<file path="config.mk">
export PLATFORM = sky130hd
export DESIGN_NAME = hash_table_linear_probe
export DESIGN_NICKNAME = d
export VERILOG_FILES = /design/src/rtl/core/htlp_pkg.sv /design/src/rtl/core/hash_table_linear_probe.sv
export SDC_FILE = /design/constraint.sdc
export NUM_CORES = 2
export LEC_CHECK = 0
export BUFFER_PORTS_ARGS = -buffer_cell sky130_fd_sc_hd__buf_4
export CORE_AREA = 2 2 704 706
export CTS_CLUSTER_DIAMETER = 50
export DETAILED_ROUTE_END_ITERATION = 16
export DIE_AREA = 0 0 706 708
export RECOVER_POWER = 100
export SLEW_MARGIN = 20
export SYNTH_ARGS = -nofsm -noshare
export SYNTH_HDL_FRONTEND = slang
export SYNTH_SLANG_ARGS = --single-unit
</file>
<file path="constraint.sdc">
create_clock -name clk -period 14.2 [get_ports clk]
set_input_delay 2.13 -clock clk [delete_from_list [all_inputs] [get_ports clk]]
set_output_delay 2.13 -clock clk [all_outputs]
set_load 0.03 [all_outputs]
</file>
<file path="src/rtl/core/htlp_pkg.sv">
`default_nettype none

package htlp_pkg;

  localparam int TABLE_SLOTS_DEF = 32;
  localparam int KEY_BYTES_DEF   = 8;

  localparam int HASH_W     = 64;
  localparam int KEY_PORT_W = 64;
  localparam int LEN_W      = 4;
  localparam int VAL_W      = 32;
  localparam int SIDX_W     = 5;
  localparam int SLOT_ST_W  = 2;

  localparam logic [HASH_W-1:0] DJB2_START = 64'd5381;

  // hash is reduced two bits a step, msb first
  localparam int MOD_DIGITS = HASH_W / 2;

  localparam logic [1:0] CMD_INSERT = 2'd0;
  localparam logic [1:0] CMD_LOOKUP = 2'd1;
  localparam logic [1:0] CMD_DELETE = 2'd2;

  localparam logic [SLOT_ST_W-1:0] SLOT_EMPTY   = 2'd0;
  localparam logic [SLOT_ST_W-1:0] SLOT_USED    = 2'd1;
  localparam logic [SLOT_ST_W-1:0] SLOT_DELETED = 2'd2;

  localparam logic [1:0] RES_OK        = 2'd0;
  localparam logic [1:0] RES_NOT_FOUND = 2'd1;
  localparam logic [1:0] RES_FULL      = 2'd2;

  typedef enum logic [2:0] {
    ST_CLEAR,
    ST_IDLE,
    ST_HASH,
    ST_MOD,
    ST_READ,
    ST_PROBE,
    ST_RESP
  } state_t;

endpackage

`default_nettype wire

</file>
<file path="src/rtl/core/hash_table_linear_probe.sv">
// channel  direction  handshake               payload
// in       input      in_valid / in_ready     in_cmd, in_key, in_key_len, in_entry_value
// out      output     out_valid / out_ready   out_status, out_found_value, out_slot_index
//
// one beat at a time: hashing does one multiply-add by 33 per key byte,
// then home slot reduction (none when TABLE_SLOTS is a power of two),
// then a slot memory read and a linear probe of at most TABLE_SLOTS slots,
// then a response state and a return to idle; an unused command goes straight to response.
// the response state stalls while the output register is full.
// after reset a clearing pass empties every slot; in_ready stays low.
// a finished result waits in the output register; the next beat is taken meanwhile.
`default_nettype none

module hash_table_linear_probe
  import htlp_pkg::*;
#(
  parameter int TABLE_SLOTS = TABLE_SLOTS_DEF,
  parameter int KEY_BYTES   = KEY_BYTES_DEF
) (
  input  wire logic                  clk,
  input  wire logic                  rst_n,
  input  wire logic                  in_valid,
  output logic                       in_ready,
  input  wire logic [1:0]            in_cmd,
  input  wire logic [KEY_PORT_W-1:0] in_key,
  input  wire logic [LEN_W-1:0]      in_key_len,
  input  wire logic [VAL_W-1:0]      in_entry_value,
  output logic                       out_valid,
  input  wire logic                  out_ready,
  output logic [1:0]                 out_status,
  output logic [VAL_W-1:0]           out_found_value,
  output logic [SIDX_W-1:0]          out_slot_index
);

  localparam int  IDX_W = (TABLE_SLOTS > 1) ? $clog2(TABLE_SLOTS) : 1;
  localparam int  CNT_W = (IDX_W > 5) ? IDX_W : 5;
  localparam int  MW    = IDX_W + 2;
  localparam int  KEY_W = 8 * KEY_BYTES;
  localparam int  ROW_W = SLOT_ST_W + LEN_W + KEY_W + VAL_W;
  localparam bit  POW2  = (TABLE_SLOTS & (TABLE_SLOTS - 1)) == 0;
  localparam logic [IDX_W-1:0] LAST_SLOT = IDX_W'(TABLE_SLOTS - 1);
  localparam logic [CNT_W-1:0] LAST_CNT  = CNT_W'(TABLE_SLOTS - 1);
  localparam logic [MW-1:0]    N1 = MW'(TABLE_SLOTS);
  localparam logic [MW-1:0]    N2 = MW'(2 * TABLE_SLOTS);

  state_t state_r, state_nxt;

  logic [ROW_W-1:0] mem [TABLE_SLOTS];
  logic [ROW_W-1:0] rd_q;
  logic [IDX_W-1:0] rd_addr;
  logic             mem_we;
  logic [IDX_W-1:0] mem_wa;
  logic [ROW_W-1:0] mem_wd;

  logic [CNT_W-1:0]  cnt_r;
  logic [1:0]        cmd_r;
  logic [KEY_W-1:0]  key_r;
  logic [KEY_W-1:0]  hkey_r;
  logic [LEN_W-1:0]  len_r;
  logic [VAL_W-1:0]  val_r;
  logic [HASH_W-1:0] h_r;
  logic [IDX_W-1:0]  rem_r;
  logic [IDX_W-1:0]  slot_r;
  logic [1:0]        res_status_r;
  logic [VAL_W-1:0]  res_val_r;
  logic [IDX_W-1:0]  res_slot_r;
  logic              out_valid_r;
  logic [1:0]        out_status_r;
  logic [VAL_W-1:0]  out_val_r;
  logic [SIDX_W-1:0] out_slot_r;

  logic [LEN_W-1:0]  len_sat;
  logic [KEY_W-1:0]  key_m;
  logic [HASH_W-1:0] h_step;
  logic [MW-1:0]     t0, t1, t2;
  logic [IDX_W-1:0]  home;
  logic [IDX_W-1:0]  slot_next;
  logic              accept;
  logic              out_free;

  logic [SLOT_ST_W-1:0] row_st;
  logic [LEN_W-1:0]     row_len;
  logic [KEY_W-1:0]     row_key;
  logic [VAL_W-1:0]     row_val;
  logic                 probe_done;
  logic [1:0]           probe_status;
  logic [VAL_W-1:0]     probe_val;

  assign accept   = in_valid && in_ready;
  assign out_free = !out_valid_r || out_ready;
  assign in_ready = (state_r == ST_IDLE);

  assign len_sat = (in_key_len > LEN_W'(KEY_BYTES)) ? LEN_W'(KEY_BYTES) : in_key_len;

  always_comb begin
    for (int b = 0; b < KEY_BYTES; b++) begin
      key_m[8*b +: 8] = (LEN_W'(b) < len_sat) ? in_key[8*b +: 8] : 8'd0;
    end
  end

  // shared multiply-add by 33 and reduction step
  assign h_step = (h_r << 5) + h_r + HASH_W'(hkey_r[7:0]);
  assign t0     = {rem_r, h_r[HASH_W-1 -: 2]};
  assign t1     = (t0 >= N2) ? t0 - N2 : t0;
  assign t2     = (t1 >= N1) ? t1 - N1 : t1;

  assign home      = POW2 ? h_r[IDX_W-1:0] : rem_r;
  assign slot_next = (slot_r == LAST_SLOT) ? '0 : slot_r + 1'b1;

  assign row_st  = rd_q[ROW_W-1 -: SLOT_ST_W];
  assign row_len = rd_q[VAL_W+KEY_W +: LEN_W];
  assign row_key = rd_q[VAL_W +: KEY_W];
  assign row_val = rd_q[VAL_W-1:0];

  always_comb begin
    state_nxt = state_r;
    unique case (state_r)
      ST_CLEAR: begin
        if (cnt_r == LAST_CNT) state_nxt = ST_IDLE;
      end
      ST_IDLE: begin
        if (accept) begin
          if (in_cmd == CMD_INSERT || in_cmd == CMD_LOOKUP || in_cmd == CMD_DELETE) begin
            state_nxt = ST_HASH;
          end else begin
            state_nxt = ST_RESP;
          end
        end
      end
      ST_HASH: begin
        if (cnt_r == '0) state_nxt = POW2 ? ST_READ : ST_MOD;
      end
      ST_MOD: begin
        if (cnt_r == '0) state_nxt = ST_READ;
      end
      ST_READ:  state_nxt = ST_PROBE;
      ST_PROBE: begin
        if (probe_done) state_nxt = ST_RESP;
      end
      ST_RESP: begin
        if (out_free) state_nxt = ST_IDLE;
      end
      default:  state_nxt = ST_CLEAR;
    endcase
  end

  always_comb begin
    mem_we       = 1'b0;
    mem_wa       = slot_r;
    mem_wd       = '0;
    rd_addr      = slot_next;
    probe_done   = 1'b0;
    probe_status = RES_NOT_FOUND;
    probe_val    = '0;
    unique case (state_r)
      ST_CLEAR: begin
        mem_we = 1'b1;
        mem_wa = cnt_r[IDX_W-1:0];
      end
      ST_READ:  rd_addr = home;
      ST_PROBE: begin
        if (cmd_r == CMD_INSERT) begin
          if (row_st == SLOT_EMPTY || row_st == SLOT_DELETED) begin
            mem_we       = 1'b1;
            mem_wd       = {SLOT_USED, len_r, key_r, val_r};
            probe_done   = 1'b1;
            probe_status = RES_OK;
          end else if (cnt_r == LAST_CNT) begin
            probe_done   = 1'b1;
            probe_status = RES_FULL;
          end
        end else begin
          if (row_st == SLOT_EMPTY) begin
            probe_done = 1'b1;
          end else if (row_st != SLOT_DELETED && row_len == len_r && row_key == key_r) begin
            probe_done   = 1'b1;
            probe_status = RES_OK;
            probe_val    = row_val;
            if (cmd_r == CMD_DELETE) begin
              mem_we = 1'b1;
              mem_wd = {SLOT_DELETED, rd_q[ROW_W-SLOT_ST_W-1:0]};
            end
          end else if (cnt_r == LAST_CNT) begin
            probe_done = 1'b1;
          end
        end
      end
      default: begin
      end
    endcase
  end

  always_ff @(posedge clk) begin
    if (mem_we) mem[mem_wa] <= mem_wd;
    rd_q <= mem[rd_addr];
  end

  always_ff @(posedge clk) begin
    if (!rst_n) begin
      state_r     <= ST_CLEAR;
      cnt_r       <= '0;
      out_valid_r <= 1'b0;
    end else begin
      state_r <= state_nxt;
      if (state_r == ST_RESP && out_free) begin
        out_valid_r <= 1'b1;
      end else if (out_ready) begin
        out_valid_r <= 1'b0;
      end
      unique case (state_r)
        ST_CLEAR: cnt_r <= cnt_r + 1'b1;
        ST_IDLE: begin
          if (accept) begin
            cmd_r        <= in_cmd;
            key_r        <= key_m;
            hkey_r       <= key_m;
            len_r        <= len_sat;
            val_r        <= in_entry_value;
            h_r          <= DJB2_START;
            rem_r        <= '0;
            cnt_r        <= CNT_W'(len_sat);
            res_status_r <= RES_NOT_FOUND;
            res_val_r    <= '0;
            res_slot_r   <= '0;
          end
        end
        ST_HASH: begin
          if (cnt_r == '0) begin
            cnt_r <= CNT_W'(MOD_DIGITS - 1);
          end else begin
            h_r    <= h_step;
            hkey_r <= hkey_r >> 8;
            cnt_r  <= cnt_r - 1'b1;
          end
        end
        ST_MOD: begin
          rem_r <= t2[IDX_W-1:0];
          h_r   <= h_r << 2;
          cnt_r <= cnt_r - 1'b1;
        end
        ST_READ: begin
          slot_r <= home;
          cnt_r  <= '0;
        end
        ST_PROBE: begin
          if (probe_done) begin
            res_status_r <= probe_status;
            res_val_r    <= probe_val;
            res_slot_r   <= (probe_status == RES_OK) ? slot_r : '0;
          end else begin
            slot_r <= slot_next;
            cnt_r  <= cnt_r + 1'b1;
          end
        end
        ST_RESP: begin
          if (out_free) begin
            out_status_r <= res_status_r;
            out_val_r    <= res_val_r;
            out_slot_r   <= SIDX_W'(res_slot_r);
          end
        end
        default: begin
        end
      endcase
    end
  end

  assign out_valid       = out_valid_r;
  assign out_status      = out_status_r;
  assign out_found_value = out_val_r;
  assign out_slot_index  = out_slot_r;

`ifndef ASSERT_OFF
  a_we_state: assert property (@(posedge clk) disable iff (!rst_n)
    mem_we |-> (state_r == ST_CLEAR || state_r == ST_PROBE))
    else $error("slot memory written outside clear or probe");

  a_probe_bound: assert property (@(posedge clk) disable iff (!rst_n)
    state_r == ST_PROBE |-> (cnt_r <= LAST_CNT && slot_r <= LAST_SLOT))
    else $error("probe ran past the table");

  a_full_insert: assert property (@(posedge clk) disable iff (!rst_n)
    (state_r == ST_RESP && res_status_r == RES_FULL) |-> cmd_r == CMD_INSERT)
    else $error("table full reported for a non-insert command");
`endif

endmodule

`default_nettype wire
</file>
==> results.json <==
{
  "grt_max_degree": 141,
  "grt_pass1_vias": 74000,
  "yosysTopAreaCell": "edfxtp_1",
  "fin_crit_sh_pct": 71.1,
  "cp_data_required_time_ns": 14.57,
  "avgSynthCellArea_um2": 18.4,
  "cp_max_fo": 47,
  "rows": 258,
  "cp-start-kind": "register",
  "cellPowerDensity_mw_per_mm2": 170,
  "timing.critical_path.max_delay_family": "simple AND/OR/NAND/NOR gates",
  "finalSetupViolCount": 0,
  "synthCells": 7461,
  "root_buffer": "clkbuf_16",
  "dp.final_hpwl_um": 221000,
  "crit_slowest_cell": "clkbuf_1",
  "synth_top_cell_area_share_pct": 76.4,
  "port_buffers": 146,
  "drive_above_1_share_pct": 16.0,
  "rrSetupSlack_ns": 4.11,
  "postRouteAntennaNets": 0,
  "skew_ns": 0.0633,
  "violations": "capacitance limit, slew limit",
  "synth_area_leaders": "edfxtp_1 (76%), mux4_2 (6.8%), mux2i_1 (2.9%)",
  "synth_nets": 7580,
  "place.gp.congestion": 0.858,
  "htreeDepth": 5,
  "critPathKind": "reg2reg",
  "synth_edf_count": 3494,
  "fillers": 46500,
  "clk_latency_ns": 0.93,
  "start_util_pct": 27.9,
  "synth-warning-count": 0,
  "slowest_delay_ns": 3.20,
  "antenna_found_initial": 44,
  "routed_wl_um": 407000,
  "ys_seq_elements": 3605,
  "crit_chain": "xor2_1, nor4_1, nand4_1, or3_4, nor4_1, or2_2, a22oi_1, clkbuf_1, nor2_1, clkbuf_1",
  "rsz0062_at_grt": "false",
  "critPathBufInv": 2,
  "cts.clk_slew.worst_paths_ns": 0.06,
  "drt_iter0_drc": 9784,
  "vdd.ir_drop.worst_mv": 0.121,
  "hold_buffers": 0,
  "ios": 147,
  "cts_tree": "built",
  "maxClockFrequency_mhz": 99.1,
  "die-width_um": 706,
  "cp-end-kind": "register",
  "post_cts_buffers": 0,
  "arrival_ns": 10.47,
  "ctsResizeCount": 0,
  "fin_tns_setup_ns": 0,
  "maxCapViolCount": 95,
  "register_area_mm2": 0.107,
  "avgRoutedWirePerCell_um": 27.9,
  "die_area_mm2": 0.500,
  "fin_nets": 7871,
  "p_leak_nw": 47.8,
  "via_per_inst": 5.14,
  "yosysSeqAreaShare_pct": 78.1,
  "netlist_area_mm2": 0.137,
  "grt_pass1_wl_um": 569000,
  "chipHeight_um": 708,
  "drcViolationCount": 0,
  "firstDrtPassIters": 6,
  "worstMarginPinSlew_ns": 8.14,
  "area_growth_pct": 15.5,
  "core-area_mm2": 0.492,
  "period_minus_slack_ns": 10.09,
  "drv_slew": 3156,
  "vias": 75100,
  "overflow": 0,
  "synth_ff_type": "edfxtp_1",
  "finalHoldViolCount": 0,
  "cts_max_path_buffers": 4,
  "async_flop_share_pct": 0,
  "clock-sinks": 3605,
  "min_path_type": "reg2reg",
  "cts_made_buffers": 382,
  "holdWs_ns": 0.416,
  "status": "finished with violations",
  "grt_util_all_layers_pct": 15.8,
  "multi_input_area_mm2": 0.0283,
  "relSlewSlack_pct": -443,
  "synthDistinctLibCells": 71
}
-- report_power, final --
part / internal, mW / switching (mW)
Sequential: 13.0 / 0.408
Combinational: 1.01 / 2.43
Clock: 5.90 / 4.20
Total: 19.9 / 7.03
-- sequential cells by signal (all words and copies together) (netlist names), 3 cells and up --
signal           count
mem               3264
rd_q               102
key_r               64
hkey_r              40
out_found_value     32
res_val_r           32
val_r               32
cnt_r                5
h_r                  5
out_slot_index       5
res_slot_r           5
slot_r               5
len_r                4
state_r              3
-- cell type report --
class / instances / area share (%)
multi-input cells: 3406 / 17.8
diodes: 29 / 0.0458
clock inverters: 225 / 1.55
flip-flops and latches: 3605 / 67.6
well taps: 6500 / 5.13
repair buffers: 329 / 1.31
clock buffers: 478 / 6.49
inverters: 28 / 0.0663
-- per-stage QoR --
stage | power, mW | util (%) | area [um^2] | std cells | setup WS [ns]
floorplan | 15.5 | - | 137000 | 7461 | 1.18
global placement | 16.9 | 29.8 | 147000 | 13900 | 7.73
detailed placement | 17.0 | 29.8 | 147000 | 13900 | 8.21
CTS | 27.1 | 32.4 | 159000 | 14600 | 8.20
global route | 27.7 | 32.2 | 159000 | 14600 | 3.96
finish | 26.9 | 32.2 | 159000 | 14600 | 4.11
-- cells by family after synthesis --
| kind of cell | synth area share (%) |
|---|---|
| XOR/XNOR | 0.345 |
| buffers and inverters | 1.52 |
| multiplexers | 10.1 |
| AO/OA/AOI/OAI | 4.21 |
| AND/OR/NAND/NOR | 5.63 |
| adder cells (fa/ha/maj) | 0.131 |
| flip-flops | 78.1 |
-- cell usage in the layout (no fill, tap or decap), drive strengths merged, types with 23 or more instances in the layout --
| cell | count |
|---|---|
| a311oi | 38 |
| nor4 | 59 |
| a32oi | 53 |
| and3 | 63 |
| mux4 | 417 |
| and2 | 90 |
| nand2 | 962 |
| nor2 | 73 |
| dfxtp | 111 |
| clkinv | 133 |
| o22ai | 187 |
| o21ai | 23 |
| xnor2 | 27 |
| mux2i | 400 |
| a31oi | 93 |
| a22oi | 139 |
| nand3 | 294 |
| buf | 157 |
| inv | 56 |
| mux2 | 42 |
| nand4 | 77 |
| diode | 29 |
| bufinv | 39 |
| clkinvlp | 25 |
| nor2b | 38 |
| clkbuf | 650 |
| edfxtp | 3494 |
| xor2 | 27 |
| a21o | 50 |
| a22o | 120 |
-- worst paths after layout --
| path | start | end | depth (start not counted) |
|---|---|---|---|
| setup / recovery | key_r[47] | mem[26][75] | 10 |
| setup reg to reg | key_r[47] | mem[26][75] | 10 |
| hold / removal | res_val_r[24] | out_found_value[24] | 0 |
| hold reg to reg | res_val_r[24] | out_found_value[24] | 0 |
-- worst reg2reg max path, delay by kind of cell (launching register included) --
kind	cells	cell delay (ns)
AOI/OAI and AO/OA	1	0.09
xor gates and xnor gates	1	0.38
buffers and inverters	2	3.84
DFF	1	0.50
and+or+nand+nor	6	4.56
-- cells in the mapped netlist, drive strengths merged, types with 59 or more instances --
cell    count
clkbuf    162
nand2     962
o22ai     187
and2       90
mux4      417
buf       260
mux2i     400
a22o      120
a22oi     139
edfxtp   3494
and3       63
nor4       59
nand3     294
a31oi      93
dfxtp     111
nor2       73
nand4      77
-- routing by layer --
layer  vias up  track usage (%)  share of wire, %  wire, um
met3       732             3.43                10     41600
met1     39700             21.2                40    162000
met5         -                0             0.026       107
li1      30600                -                 -         -
met4        16             5.24               3.5     14400
met2      4057             25.3                46    189000
(Power assumes the default switching activity.)
